==> config.mk <==
export PLATFORM = sky130hd
export DESIGN_NAME = fit_hash
export DESIGN_NICKNAME = d
export VERILOG_FILES = /design/src/fit_pkg.sv /design/src/fit_hash.sv
export SDC_FILE = /design/constraint.sdc
export NUM_CORES = 1
export LEC_CHECK = 0
export BUFFER_PORTS_ARGS = -buffer_cell sky130_fd_sc_hd__buf_2
export CAP_MARGIN = 5
export CORE_MARGIN = 8
export CORE_UTILIZATION = 44
export CTS_BUF_LIST = sky130_fd_sc_hd__clkbuf_8
export DETAILED_ROUTE_END_ITERATION = 10
export GPL_ROUTABILITY_DRIVEN = 0
export PLACE_DENSITY = 0.86
export SLEW_MARGIN = 10
export SYNTH_ARGS = -nofsm -noshare
export SYNTH_HDL_FRONTEND = slang
export SYNTH_SLANG_ARGS = --single-unit
==> constraint.sdc <==
create_clock -name clk -period 3.6 [get_ports clk]
set_input_delay 0.36 -clock clk [delete_from_list [all_inputs] [get_ports clk]]
set_output_delay 0.36 -clock clk [all_outputs]
set_load 0.02 [all_outputs]
==> src/fit_pkg.sv <==
// ----------------------------------------------------------------------------
// fit_pkg: shared types and constants of the flow ignore table
// Holds the table entry layout, hash multiplier, function and status codes.
// ----------------------------------------------------------------------------
package fit_pkg;

    localparam logic [31:0] HASH_MUL  = 32'd1021;
    localparam logic [31:0] ALL_ONES  = 32'hFFFF_FFFF;
    localparam logic [15:0] COUNT_MAX = 16'hFFFF;

    localparam logic FUNC_ADD   = 1'b0;
    localparam logic FUNC_CHECK = 1'b1;

    localparam logic [1:0] ST_OK     = 2'd0;
    localparam logic [1:0] ST_REJECT = 2'd1;
    localparam logic [1:0] ST_FULL   = 2'd2;

    localparam logic [1:0] DIR_NONE   = 2'd0;
    localparam logic [1:0] DIR_CLIENT = 2'd1;
    localparam logic [1:0] DIR_SERVER = 2'd2;

    // One table entry as it sits in the entry memory.
    typedef struct packed {
        logic        valid;
        logic [31:0] lo_ip;
        logic [31:0] hi_ip;
        logic [15:0] kport;
        logic [7:0]  proto;
        logic [31:0] ip1;
        logic [15:0] port1;
        logic [31:0] ip2;
        logic [15:0] port2;
        logic [1:0]  dir;
        logic [31:0] expiry;
        logic [15:0] count;
    } entry_t;

    localparam int ENTRY_W = $bits(entry_t);

endpackage

==> src/fit_hash.sv <==
// ----------------------------------------------------------------------------
// fit_hash: iterative flow key hash
// Folds the key with three multiply-adds by 1021, one per cycle.
// ----------------------------------------------------------------------------
module fit_hash #(
    parameter int SET_W = 8
) (
    input  logic             clk,
    input  logic             rst_n,
    input  logic             start,
    input  logic [31:0]      lo_ip,
    input  logic [31:0]      hi_ip,
    input  logic [15:0]      kport,
    input  logic [7:0]       proto,
    output logic             done,
    output logic [SET_W-1:0] set_idx
);

    logic [31:0] h_reg;
    logic [31:0] h_next;
    logic [1:0]  step_reg;
    logic [1:0]  step_next;
    logic        done_reg;
    logic        done_next;

    always_comb
    begin
        h_next    = h_reg;
        step_next = step_reg;
        done_next = 1'b0;
        if (start)
        begin
            h_next    = 32'(lo_ip * fit_pkg::HASH_MUL) + hi_ip;
            step_next = 2'd1;
        end
        else if (step_reg == 2'd1)
        begin
            h_next    = 32'(h_reg * fit_pkg::HASH_MUL) + {16'd0, kport};
            step_next = 2'd2;
        end
        else if (step_reg == 2'd2)
        begin
            h_next    = 32'(h_reg * fit_pkg::HASH_MUL) + {24'd0, proto};
            step_next = 2'd0;
            done_next = 1'b1;
        end
    end

    always_ff @(posedge clk or negedge rst_n)
    begin
        if (!rst_n)
        begin
            step_reg <= 2'd0;
            done_reg <= 1'b0;
        end
        else
        begin
            step_reg <= step_next;
            done_reg <= done_next;
        end
    end

    always_ff @(posedge clk)
    begin
        h_reg <= h_next;
    end

    assign done    = done_reg;
    assign set_idx = h_reg[SET_W-1:0];

endmodule

# Yosys cells after proc, flatten, opt, wreduce, memory -nomap -nowiden
# Index checks and enable logic that the tools add are counted.
[word_totals]
inputBits = 91
elab_cells = 20
register_bits = 35
output_inout_bits = 9
[classes]
n_addsub = 3
mux = 9
eq_ne = 2
reduce_logical = 1
multipliers = 2
[op_table]
columns = ["op", "count"]
rows = [
  ["$mux 32", 3],
  ["$mul 32x10->32 const B", 2],
  ["$add 32x16->32", 1],
  ["$add 32x32->32", 1],
  ["$add 32x8->32", 1],
  ["$mux 2", 3],
  ["$mux 1", 3],
  ["$reduce_bool 3->1", 1],
  ["$eq 2x1->1 const B", 1],
  ["$eq 2x2->1 const B", 1],
]

# Depth between registers and ports, before layout
[depth]
ltp_word = 5
depth_mapped = 15

# Worst setup path before layout
# Ideal clock, no wire load.
[synth_timing]
path_kind = "register -> register"
startpoint = "register h_reg[2]"
endpoint = "register h_reg[7] (data pin)"
path_slack_ps = -510
stages_incl_launch_ff = 15
setup_ps = 266
t_arrival_ps = 3844
path_buffers = 0
cell_sequence = "edfxtp_1 -> ha_1 -> ha_1 -> ha_1 -> inv_1 -> fa_1 -> inv_1 -> ha_1 -> ha_1 -> xor2_1 -> ha_1 -> or4_1 -> a31oi_1 -> xnor2_1 -> mux2i_1"
[synth_between]
elab_chain_cells = 5
elab_cells_between_ends = 6
[synth_lines]
columns = ["element", "line_no", "rtl"]
rows = [
  ["start: declaration", "fit_hash.sv:19", "logic [31:0] h_reg;"],
  ["start signal: assignment", "fit_hash.sv:65", "h_reg <= h_next;"],
  ["$mul 32x10->32 (*)", "fit_hash.sv:38, fit_hash.sv:43", ""],
  ["$add 32x8->32", "fit_hash.sv:43", "h_next = 32'(h_reg * fit_pkg::HASH_MUL) + {24'd0, proto};"],
  ["$mux 32", "fit_hash.sv:41", "else if (step_reg == 2'd2)"],
  ["$mux 32 (*)", "fit_hash.sv:36", "else if (step_reg == 2'd1)"],
  ["$mux 32 (*)", "fit_hash.sv:31", "if (start)"],
  ["net h_next[7]", "fit_hash.sv:20", "logic [31:0] h_next;"],
]
# Mark *: on every way through the listed nets, which the timed path passes. The rest lies on a longest branch. The select of a mux whose other input is x is not followed.
# A chain may end at the register's enable or synchronous reset.

# Worst setup path after layout
[layout_timing]
startpoint = "register h_reg[3]"
endpoint = "register h_reg[7] (data pin)"
# Same word-level chain as after synthesis.

==> impl_results.md <==
- Post-DR vias/cell: about 4.8
- Die area: 7380 um^2
- Post-DR wirelength/cell: approximately 14 um
- Via count: between 1,500 and 2,000
- Area Growth Syn to Fin: 32.7%
- Unrepaired setup endpoints after global routing: true
- CP Class: reg2reg
- Max Slew Vio Count: 0
- NumNets Final: 446
- First-pass GRT wire length: between 8000 and 9000 um
- Largest net degree at the start of global routing: 18
- Number of global-route vias before repair: 1,889
- Initial antenna violation count: 0
- I/O pins: 100
- Worst-Skew Late Latency: ~250 ps
- Commonest non-fill, non-tap cells in the layout: 43 x buf_2, 39 x inv_1, 39 x ha_1, 28 x buf_4, 24 x xnor2_1
- Synth Register Bits: 11
- DP HPWL: a little over 4000 um
- Worst hold slack: between 400 and 500 ps
- Met2 GRT Util: 27.0%
- Worst Max-Slew Pin Slew: just under 400 ps
- Largest family of logic cells by synthesized area: adder cells
- Slew HR: between 70% and 80%
- Max-Cap Viols: 0
- Post-synth top area share: 26.8%
- Final worst slack: -383 ps
- Status: complete, but fails checks
- Post-synthesis sequential area ratio: between 10 and 15%
- Compound-Gate Fraction of Synth Area: 6.58%
- Cell Rows: 25
- Clock skew: around 2.6 ps
- Routed Antenna Nets: 0
- Clock transition at the registers of the reported paths: about 60 ps
- Fin crit share: 111%
- GRT busiest layer: met2
- M3 GR Usage: under 10%
- Max Freq: roughly 250 MHz
- Critical path startpoint category: flop
- Drt total wl: around 4900 um
- Final setup fails: 2
- Synth Warn #: 0
- DP Cell Count: about 350
- Core Footprint: roughly 4700 um^2
- Final instance area: around 2900 um^2
- Yosys cell types: 27
- Post-route insts no fill: approximately 360
- # diodes: 0
- Die Width: 85.9 um
- Syn_nets: approximately 370
- Adder-Cell Fraction of Synth Area: a little over two fifths
- IO buf count: 43
- Clock Root Buffer: clkbuf_8
- Syn Area/Cell: roughly 10 um^2
- DRT Pass-1 Iters: 4
- Initial core utilization: between 40% and 50%
- Max reg flops: 8
- Num CTS Buffers: 3
- H-tree levels: 1
- Drc violations: 0
- Largest area contributor in the netlist: ha_1
- CP required: between 3000 and 4000 ps
- TNS Setup: -741 ps
- Failing checks: setup timing
- Met1 usage: ~15%
- CP Capture Type: flop
- Synth Cell Area: 2150 um^2
- Simple-Gate Fraction of Synth Area: under 10%
- Die span in y: between 80 and 90 um
- Share of layout cells above drive strength 1: 37.6%
- Fin crit period: roughly 4000 ps
- Post-synthesis mux area share: about 5.6%
- Final count of hold timing violations: 0
- XOR/XNOR share of the synthesized area: between 15 and 20%
- Top post-synthesis cells by area: ha_1 27%, fa_1 17%, xnor2_1 11%
- Worst Hold Class: in2async
- Overflow after GRT: 0
- GRT Total Usage: between 10% and 20%
- Syn Inst Count: around 220
- Crit path max fanout: 4
- Crit path DAT: 3970 ps
- Placed inst area: approximately 2600 um^2
- First DRT Iteration DRCs: 48
- Clock tree buffer depth: 2
- Commonest non-fill, non-tap cell in the layout: buf_2
- # clock sinks: 11
- Clock tree from TritonCTS: built
synth_stat cells:
master	count
nand2_1	8
buf_2	1
o21ai_0	6
ha_1	46
nor2_1	2
nor2b_1	5
mux2_2	9
xor2_1	8
mux2i_1	2
xnor2_1	28
edfxtp_1	8
clkbuf_1	2
o21bai_1	2
a31oi_1	1
a21oi_1	8
nand2b_1	2
a21o_1	5
xnor3_1	1
o21ai_1	1
dfrtp_1	3
fa_1	18
o31ai_1	1
or3_1	1
inv_1	45
xnor2_2	1
or4_1	1
nor3_1	1
final cells by class:
| class | count | area, um^2 |
|---|---|---|
| flip-flops and latches | 11 | 315 |
| repair buffers | 73 | 447 |
| inverters | 45 | 169 |
| multi-input cells | 157 | 1790 |
| clock buffers | 3 | 41.3 |
| fillers | 403 | 1870 |
| well taps | 67 | 83.8 |
| clock inverters | 1 | 5.00 |
critical path, stage by stage (launching register included):
cell	delay [ps]
edfxtp_1	450
ha_1	350
inv_2	40
fa_1	490
inv_2	50
ha_4	250
inv_2	30
fa_1	480
inv_2	40
fa_1	540
ha_4	220
a21oi_2	120
xnor3_1	260
xnor2_2	150
xnor2_1	170
mux2i_1	90
path summary, 6_finish.rpt:
| kind | start | to | slack [ps] | depth (start not counted) |
|---|---|---|---|---|
| max | h_reg[3]$_DFFE_PP_ | h_reg[7]$_DFFE_PP_ | -380 | 15 |
| min | rst_n | step_reg[1]$_DFFE_PN0P_ | 440 | 2 |
| max reg2reg | h_reg[3]$_DFFE_PP_ | h_reg[7]$_DFFE_PP_ | -380 | 15 |
| min reg2reg | step_reg[1]$_DFFE_PN0P_ | step_reg[0]$_DFFE_PN0P_ | 510 | 1 |
| max in group asynchronous | rst_n | done$_DFF_PN0_ | 3060 | 2 |
| min in group clk | start | step_reg[1]$_DFFE_PN0P_ | 510 | 2 |
repair_timing:
action | in CTS | in global routing
resized for setup | 1 | 20
pin swaps | 2 | 12
endpoints found under the setup margin | 2 | 3
buffers inserted | 3 | 3
hold buffers | 1 | 0
hold endpoints to repair | 3 | 0
gates cloned | 0 | 0
cells by family after synthesis:
| group | count (synthesis) |
|---|---|
| AOI/OAI and AO/OA | 24 |
| xor gates and xnor gates | 38 |
| adders and majority gates | 64 |
| buffers and inverters | 48 |
| DFF | 11 |
| muxes | 11 |
| and+or+nand+nor | 20 |
metal layers:
metal	wire, um	part of all wire (%)
met4	68	1.4
met5	0	0
met2	2670	54
met1	1970	40
met3	226	4.6
metrics by stage:
step | utilization [%] | setup WS (ps)
floorplan | - | -417
global placement | 55.8 | -303
detailed placement | 55.8 | -432
CTS | 57.7 | -389
global route | 60.4 | -541
finish | 60.4 | -383
Power is left out: the tool's default activity adds up to more than one toggle a clock period on the data nets, which glitch-free logic cannot reach.
