==> config.mk <==
export PLATFORM = sky130hd
export DESIGN_NAME = fit_ram
export DESIGN_NICKNAME = d
export VERILOG_FILES = /design/src/fit_ram.sv
export SDC_FILE = /design/constraint.sdc
export NUM_CORES = 1
export LEC_CHECK = 0
export BUFFER_PORTS_ARGS = -buffer_cell sky130_fd_sc_hd__buf_2
export CORE_ASPECT_RATIO = 0.6
export CORE_UTILIZATION = 35
export DETAILED_ROUTE_END_ITERATION = 12
export PLACE_DENSITY_LB_ADDON = 0.2
export RECOVER_POWER = 100
export SETUP_SLACK_MARGIN = 0.4
export SLEW_MARGIN = 25
export SYNTH_ARGS = -nofsm -noshare
export SYNTH_HDL_FRONTEND = slang
export SYNTH_SLANG_ARGS = --single-unit
==> constraint.sdc <==
create_clock -name clk -period 1.5 [get_ports clk]
set_input_delay 0 -clock clk [delete_from_list [all_inputs] [get_ports clk]]
set_output_delay 0 -clock clk [all_outputs]
set_load 0.02 [all_outputs]
==> src/fit_ram.sv <==
// ----------------------------------------------------------------------------
// fit_ram: generic single-port RAM
// One read or write address per cycle; the read data is registered.
// ----------------------------------------------------------------------------
module fit_ram #(
    parameter int WIDTH = 8,
    parameter int DEPTH = 16
) (
    input  logic                     clk,
    input  logic                     we,
    input  logic [$clog2(DEPTH)-1:0] addr,
    input  logic [WIDTH-1:0]         wdata,
    output logic [WIDTH-1:0]         rdata
);

    logic [WIDTH-1:0] mem [DEPTH];
    logic [WIDTH-1:0] rdata_reg;

    always_ff @(posedge clk)
    begin
        if (we)
        begin
            mem[addr] <= wdata;
        end
        rdata_reg <= mem[addr];
    end

    assign rdata = rdata_reg;

endmodule

# After elaboration in Yosys (flattened, before gate mapping)

Memories as Yosys holds them, arrays and structs flattened. A register that Yosys moved wholly into a read port is not among the register bits.
Index checks and enable logic that the tools add are counted.

Register bits after elaboration: 0
RAM bits: 128
Input bits: 14
Output and inout bits: 8
Memories kept: 1

Multiplexer cells: 2

Memory list:

| memory | words | bits a word | rd ports | clocked after memory_dff | wr ports | line | RTL |
|---|---|---|---|---|---|---|---|
| mem    | 16    | 8           | 1        | 1                        | 1        | 16   | `logic [WIDTH-1:0] mem [DEPTH];` |

Operators with widths:

| operator          | number |
|---|---|
| 1-bit two-way mux | 2 |

# Longest topological paths before layout

Gate-level depths: netlist of the first run.

Depth in word-level cells: 2
Mapped depth: 5
Depth with buffers taken out: 3

# Least setup slack after synthesis of the first run

No wires, ideal clock.

Kind: input-to-reg
From: input addr[2]
To: memory mem[0][0], enable pin
Setup time: 0.383 ns
Arrival: 1.110 ns
Slack: 0.007 ns
Stages: 2
Buffers on the path: 0
Path through: or3b_2 -> nor3_1

RTL lines:

| element         | line | RTL |
|---|---|---|
| start, declared | 11   | `input logic [$clog2(DEPTH)-1:0] addr,` |
| end, declared   | 16   |  |

Straight into the memory's write port.

# Final worst setup path of the first run

From: input addr[3]
To: memory mem[0][0], enable pin

Straight into the memory's write port.

==> impl_results.md, run 1 <==
* Synthesized instance count at 230
* Ports at 22
* Leakage power total at just under 2 nW
* Layout cells sized above 1 at 0.287
* Clock latency on the worst-skew pair at 0.41 ns
* Unrepaired setup endpoints after global routing: yes
* Commonest non-fill, non-tap cell in the layout: edfxtp_1
* Fin nets at 291
* Tmin final at 1.29 ns
* FF-to-FF End: rdata[6]$_DFF_P_
* Final Worst Setup Slack at 0.208 ns
* Yosys warns at 0
* Max frequency at 0.774 GHz
* Worst vdd ir at approximately 0.00061 V
* R2r startpoint: mem[11][6]$_DFFE_PP_
* Seq cells post-synth at 136
* Placed cell count at 442
* Critical Path End Type: flop
* HP Class: input pin to flop
* Setup crit start: addr[3]
* Crit path max fanout at 8
* Vias at ~2300
* Mapped Area at 5070 um^2
* Fin. Hold Viols at 0
* Max clock buf depth at 2
* Outcome: complete, no violations
* CP Data Arrival Time at 1.33 ns
* Post-DR vias/cell at around 4.9
* First-pass GRT wire length at between 15 and 20 mm
* Std-Cell Rows at 33
* Routed WL per cell at 21.3 um
* Syn_area_per_cell at ~22 um^2
* GPL Wtd Cong at 0.696
* Commonest non-fill, non-tap cells in the layout: edfxtp_1, mux4_2, clkbuf_1
* CORE AREA at 13900 um^2
* Drt first pass iters at 4
* Port Buffers at 21
* Number of global-route vias before repair at between 2000 and 2500
* Clk slew on worst S/H paths at about 0.05 ns
* Sink Count at 136
* TNS Setup at 0 ns
* Setup crit end: mem[0][0]$_DFFE_PP_
* Chip width at 157 um
* Max Cap Viol at 0
* Critical path startpoint category: input pin
* Cts bufs inserted at 17
* Area share of the largest cell type after synthesis at 0.759
* Area after DPL at roughly 5600 um^2
* Overflow left after global routing at 0
* Final std cell area, no fill at 6150 um^2
* Rel. slew slack at 0.356
* Die height at 95.2 um
* Power Dens Cells at 1430 nW/um^2
* Largest net degree at the start of global routing at 26
* Initial Util at 0.365
* CTS tree: yes
* R2R depth at 3
* Worst Skew at 0.0140 ns
* Detailed-route DRC error count at 0
* Pins Over Slew Limit at 0
* Max reg flops at 128
* Initial drt markers at 218
* Actual slew at the worst max-slew pin at 0.962 ns
* Die ar. at 15000 um^2
* Netlist cell types at 18
* Net Count, Synth at 244
* Post-Layout Cell Count at 481
* Final period util at 0.861
* CTS root buf: clkbuf_16
* WL final at 10.2 mm
* Diodes inserted at 0
* Initial antenna violation count at 0
* Reg2Reg Setup Slack at 0.22 ns
* Setup CP Type: input pin to flop
* Worst Path Required at ~1.5 ns
* Register area share after synthesis at 0.790
* DP Wirelength at 6.68 mm
* CTS H-tree depth at 4
* Final setup vio count at 0
* DP Worst Slack at 0.112 ns
* Synth area leader: edfxtp_1
* Top cells by area, synth: edfxtp_1, mux4_2, dfxtp_1, a22oi_1, nor2_1
* P&R area growth vs syn at 21.4%
* Routed Antenna Nets at 0
* Gr usage total at 0.154
## logic make-up (layout without fill, tap and decap cells)
family | Yosys count | after routing | synth area share
mux | 32 | 32 | 0.142
flops | 136 | 136 | 0.790
buf+inv | 11 | 70 | 0.0119
compound gates | 16 | 16 | 0.0237
simple gates | 35 | 35 | 0.0321
## per-stage QoR
stage               power, mW  utilization  hold WS [ns]
floorplan                4.63            -        0.0989
global placement         4.81        0.404         0.398
detailed placement       4.82        0.404         0.408
CTS                      8.93        0.453         0.215
global route             9.09        0.443         0.225
finish                   8.81        0.443         0.218
## how the worst min path moves through the flow
stage / end / from / cells past startpoint
detailed placement: mem[0][5]$_DFFE_PP_ / wdata[5] / 1
finish: rdata[2]$_DFF_P_ / addr[1] / 4
global placement: mem[15][4]$_DFFE_PP_ / wdata[4] / 1
CTS: rdata[6]$_DFF_P_ / addr[1] / 4
global route: rdata[6]$_DFF_P_ / addr[1] / 4
floorplan: mem[0][0]$_DFFE_PP_ / wdata[0] / 0
## layout make-up
class	count	area [um^2]
tap	192	240
fill	1206	7720
clock buffer	18	429
clock inverter	13	156
timing repair buffer	39	267
sequential	136	4000
multi-input combinational	83	1050
## layer usage
metal	up-vias	track usage	routed length, um
met5	-	0	0
met4	0	0.0461	44
met3	5	0.0509	349
met2	35	0.221	4490
met1	1247	0.224	5350
li1	1052	-	-
## critical path, stage by stage
cell and delay (ns):
clkbuf_1 0.16, or3b_4 0.43, nor3_1 0.20, clkbuf_1 0.54
## cells in the mapped netlist
| cell | number |
|---|---|
| a22oi_1 | 16 |
| and2_1 | 1 |
| buf_1 | 4 |
| buf_2 | 2 |
| buf_6 | 2 |
| clkbuf_1 | 2 |
| clkbuf_2 | 1 |
| dfxtp_1 | 8 |
| edfxtp_1 | 128 |
| mux4_2 | 32 |
| nand2_1 | 9 |
| nand2b_1 | 2 |
| nand3_1 | 1 |
| nand3b_1 | 2 |
| nor2_1 | 13 |
| nor2b_1 | 2 |
| nor3_1 | 4 |
| or3b_2 | 1 |
## repair_timing
action                                  CTS  global route
buffers inserted                          0             0
resized for setup                         3             5
gates cloned                              0             0
endpoints found under the setup margin    8             8
hold buffers                              8             0
endpoints found under the hold margin   117             0
pin swaps                                 1             3
## power by group
group	total, mW	switching, mW	internal (mW)
Combinational	0.446	0.265	0.181
Clock	4.09	1.50	2.59
Sequential	4.28	0.0268	4.25
Total	8.81	1.79	7.02
No activity file was read; power rests on OpenSTA's default activity.
==> inputs of run 2 (changes only) <==
--- a/config.mk
+++ b/config.mk
@@ -5,7 +5,10 @@
 export SDC_FILE = /design/constraint.sdc
 export NUM_CORES = 1
 export LEC_CHECK = 0
+export ABC_AREA = 1
 export BUFFER_PORTS_ARGS = -buffer_cell sky130_fd_sc_hd__buf_2
+export CELL_PAD_IN_SITES_DETAIL_PLACEMENT = 1
+export CELL_PAD_IN_SITES_GLOBAL_PLACEMENT = 2
 export CORE_ASPECT_RATIO = 0.6
 export CORE_UTILIZATION = 35
 export DETAILED_ROUTE_END_ITERATION = 12
==> run 2 against run 1 <==
Via count rose by 57%. Design area grew 8.9%. Flip-flop and latch count is the same. Count of clock-buffer cells in the layout grew 2. Final cell count up 65%. Non-clock buffer count fell by 5. Critical path depth increased by 1. Total power grew 2.7%. Register-to-register slack improved by 0.23 ns. Combinational power rose by 36%. Clock power grew 2%. Critical path type unchanged. Largest cell class unchanged. Largest power group unchanged.
==> impl_results.md, run 2 <==
* Outcome: complete, no violations
* Register area share after synthesis at 0.716
* Mapped Area at 5590 um^2
* Largest net degree at the start of global routing at between 50 and 60
* Clock latency on the worst-skew pair at 0.42 ns
* Rel. slew slack at 0.351
* Final period util at 0.781
* Worst Path Required at ~1.5 ns
* Net Count, Synth at 562
* Commonest non-fill, non-tap cells in the layout: nand2_1, edfxtp_1, inv_1, clkbuf_16, clkbuf_1
* CTS H-tree depth at 4
* Max Cap Viol at 0
* Fin util at 0.433
* Max clock buf depth at 2
* Layout cells sized above 1 at 0.142
* DP Worst Slack at around 0.096 ns
* Crit-path slowest cell: nor2_1
* Initial Util at 0.362
* Synth area leader: edfxtp_1
* Fin nets at 594
* Post-DR vias/cell at 4.63
* Critical Path, Cell by Cell: buf_2 -> clkinv_1 -> buf_12 -> nand3_4 -> nor2_1
* Worst Skew at 0.00911 ns
* Std-Cell Rows at 35
* Ports at 22
* Fraction of registers with async set/reset at 0
* Setup CP Type: input pin to flop
* Vias at between 3000 and 4000
* DP Wirelength at 9.39 mm
* Max frequency at 0.853 GHz
* Max reg flops at 128
* First-pass GRT wire length at 22.4 mm
* Tmin final at about 1.2 ns
* Leakage power total at 2.76 nW
* Sink Count at 136
* Cts bufs inserted at 17
* Unrepaired setup endpoints after global routing: yes
* Post-synth top cells: nand2_1, edfxtp_1, inv_1, nor2_1, buf_2
* Fin. Hold Viols at 0
* Initial antenna violation count at 0
* Gr usage total at 0.193
* Die ar. at 16500 um^2
* CP Data Arrival Time at 1.22 ns
* Die height at 99.9 um
* Final setup vio count at 0
* Detailed-route DRC error count at 0
* Synth Flop Type: edfxtp_1
* Number of global-route vias before repair at 3769
* Area share of the largest cell type after synthesis at 0.687
* Seq cells post-synth at 136
* Chip width at 165 um
* Reg2Reg Setup Slack at around 0.45 ns
* GPL Wtd Cong at 0.750
* Synthesized instance count at 548
* CTS tree: yes
* Syn_area_per_cell at approximately 10 um^2
* CTS root buf: clkbuf_16
* Top cells by area, synth: edfxtp_1, nand2_1, dfxtp_1, inv_1, nor2_1
* Yosys warns at 0
* EDFF count, synth at 128
* HP Class: input pin to flop
* CP peak stage delay at 0.61 ns
* Netlist cell types at 11
* Placed cell count at 764
* P&R area growth vs syn at 19.7%
* Routed Antenna Nets at 0
* Worst vdd ir at 0.000601 V
* Critical Path End Type: flop
* Commonest non-fill, non-tap cell in the layout: nand2_1
* TNS Setup at 0 ns
* Most frequent cell after synthesis: nand2_1
* Diodes inserted at 0
* Clk slew on worst S/H paths at 0.06 ns
* Critical path startpoint category: input pin
* Overflow left after global routing at 0
* Final Worst Setup Slack at approximately 0.33 ns
* Worst hold slack at 0.110 ns
* WP buf/inv at 3
* WL final at ~14 mm
* Crit path max fanout at 34
* Crit-path leading delay family: simple AND/OR/NAND/NOR gates
* Port Buffers at 21
* Hold-fix buffers at CTS at 0
* Routed WL per cell at between 15 and 20 um
* Pins Over Slew Limit at 0
* Actual slew at the worst max-slew pin at roughly 1 ns
* Post-Layout Cell Count at between 700 and 800
* Initial drt markers at 181
* Power Dens Cells at 1350 nW/um^2
* CORE AREA at 15500 um^2
* Drt first pass iters at 4
run 2: cell types whose count changed in the layout (fill, tap and decap cells not counted), sizes merged, moves of 5 or more:
cell	before	now
nor2	13	18
dlygate4sd3	8	0
clkbuf	41	36
nand2	9	346
buf	8	18
inv	0	24
a22oi	16	0
mux4	32	0
run 2: final timing paths:
| path | start | to | cells past startpoint |
|---|---|---|---|
| min reg2reg | mem[3][1]$_DFFE_PP_ | rdata[1]$_DFF_P_ | 8 |
| min | we | mem[5][1]$_DFFE_PP_ | 3 |
| max | addr[1] | mem[9][4]$_DFFE_PP_ | 5 |
| max reg2reg | mem[15][6]$_DFFE_PP_ | rdata[6]$_DFF_P_ | 8 |
run 2: repair_timing:
action | CTS | global route
endpoints found under the setup margin | 0 | 6
hold endpoints to repair | 0 | 0
resized for setup | 0 | 24
setup buffers | 0 | 0
run 2: metrics by stage:
step | total power [mW] | instance area [um^2]
6_report | 9.05 | 6700
3_3_place_gp | 4.96 | 6130
5_1_grt | 9.34 | 6700
2_1_floorplan | 4.71 | 5760
3_5_place_dp | 4.97 | 6130
4_1_cts | 9.14 | 6730
run 2: metal layers:
| layer | up-vias | global-route usage | wire, um |
|---|---|---|---|
| met2 | 44 | 0.283 | 6160 |
| met4 | 0 | 0.0579 | 150 |
| met5 | - | 0 | 0 |
| met3 | 10 | 0.0467 | 478 |
| met1 | 1810 | 0.281 | 7600 |
| li1 | 1819 | - | - |
run 2: cells by family after synthesis:
group | Yosys count | share of synthesized area
AND/OR/NAND/NOR | 368 | 0.248
flip-flops | 136 | 0.716
buffers and inverters | 44 | 0.0362
run 2: power breakdown:
group	internal, mW	switching, mW	total (mW)
registers	4.25	0.0225	4.27
logic	0.156	0.449	0.605
clock network	2.53	1.64	4.17
run 2: final cells by class:
class                           count  area [um^2]
Clock inverter                     12          113
Sequential cell                   136         4000
Clock buffer                       20          489
Timing Repair Buffer               34          220
Multi-Input combinational cell    368         1530
Tap cell                          203          254
Inverter                           23         86.3
Fill cell                        1695         8760
run 2: tightest hold or removal path: cells and delay by family:
family | cells | cell delay (ns)
and+or+nand+nor | 2 | 0.21
buffers and inverters | 1 | 0.14
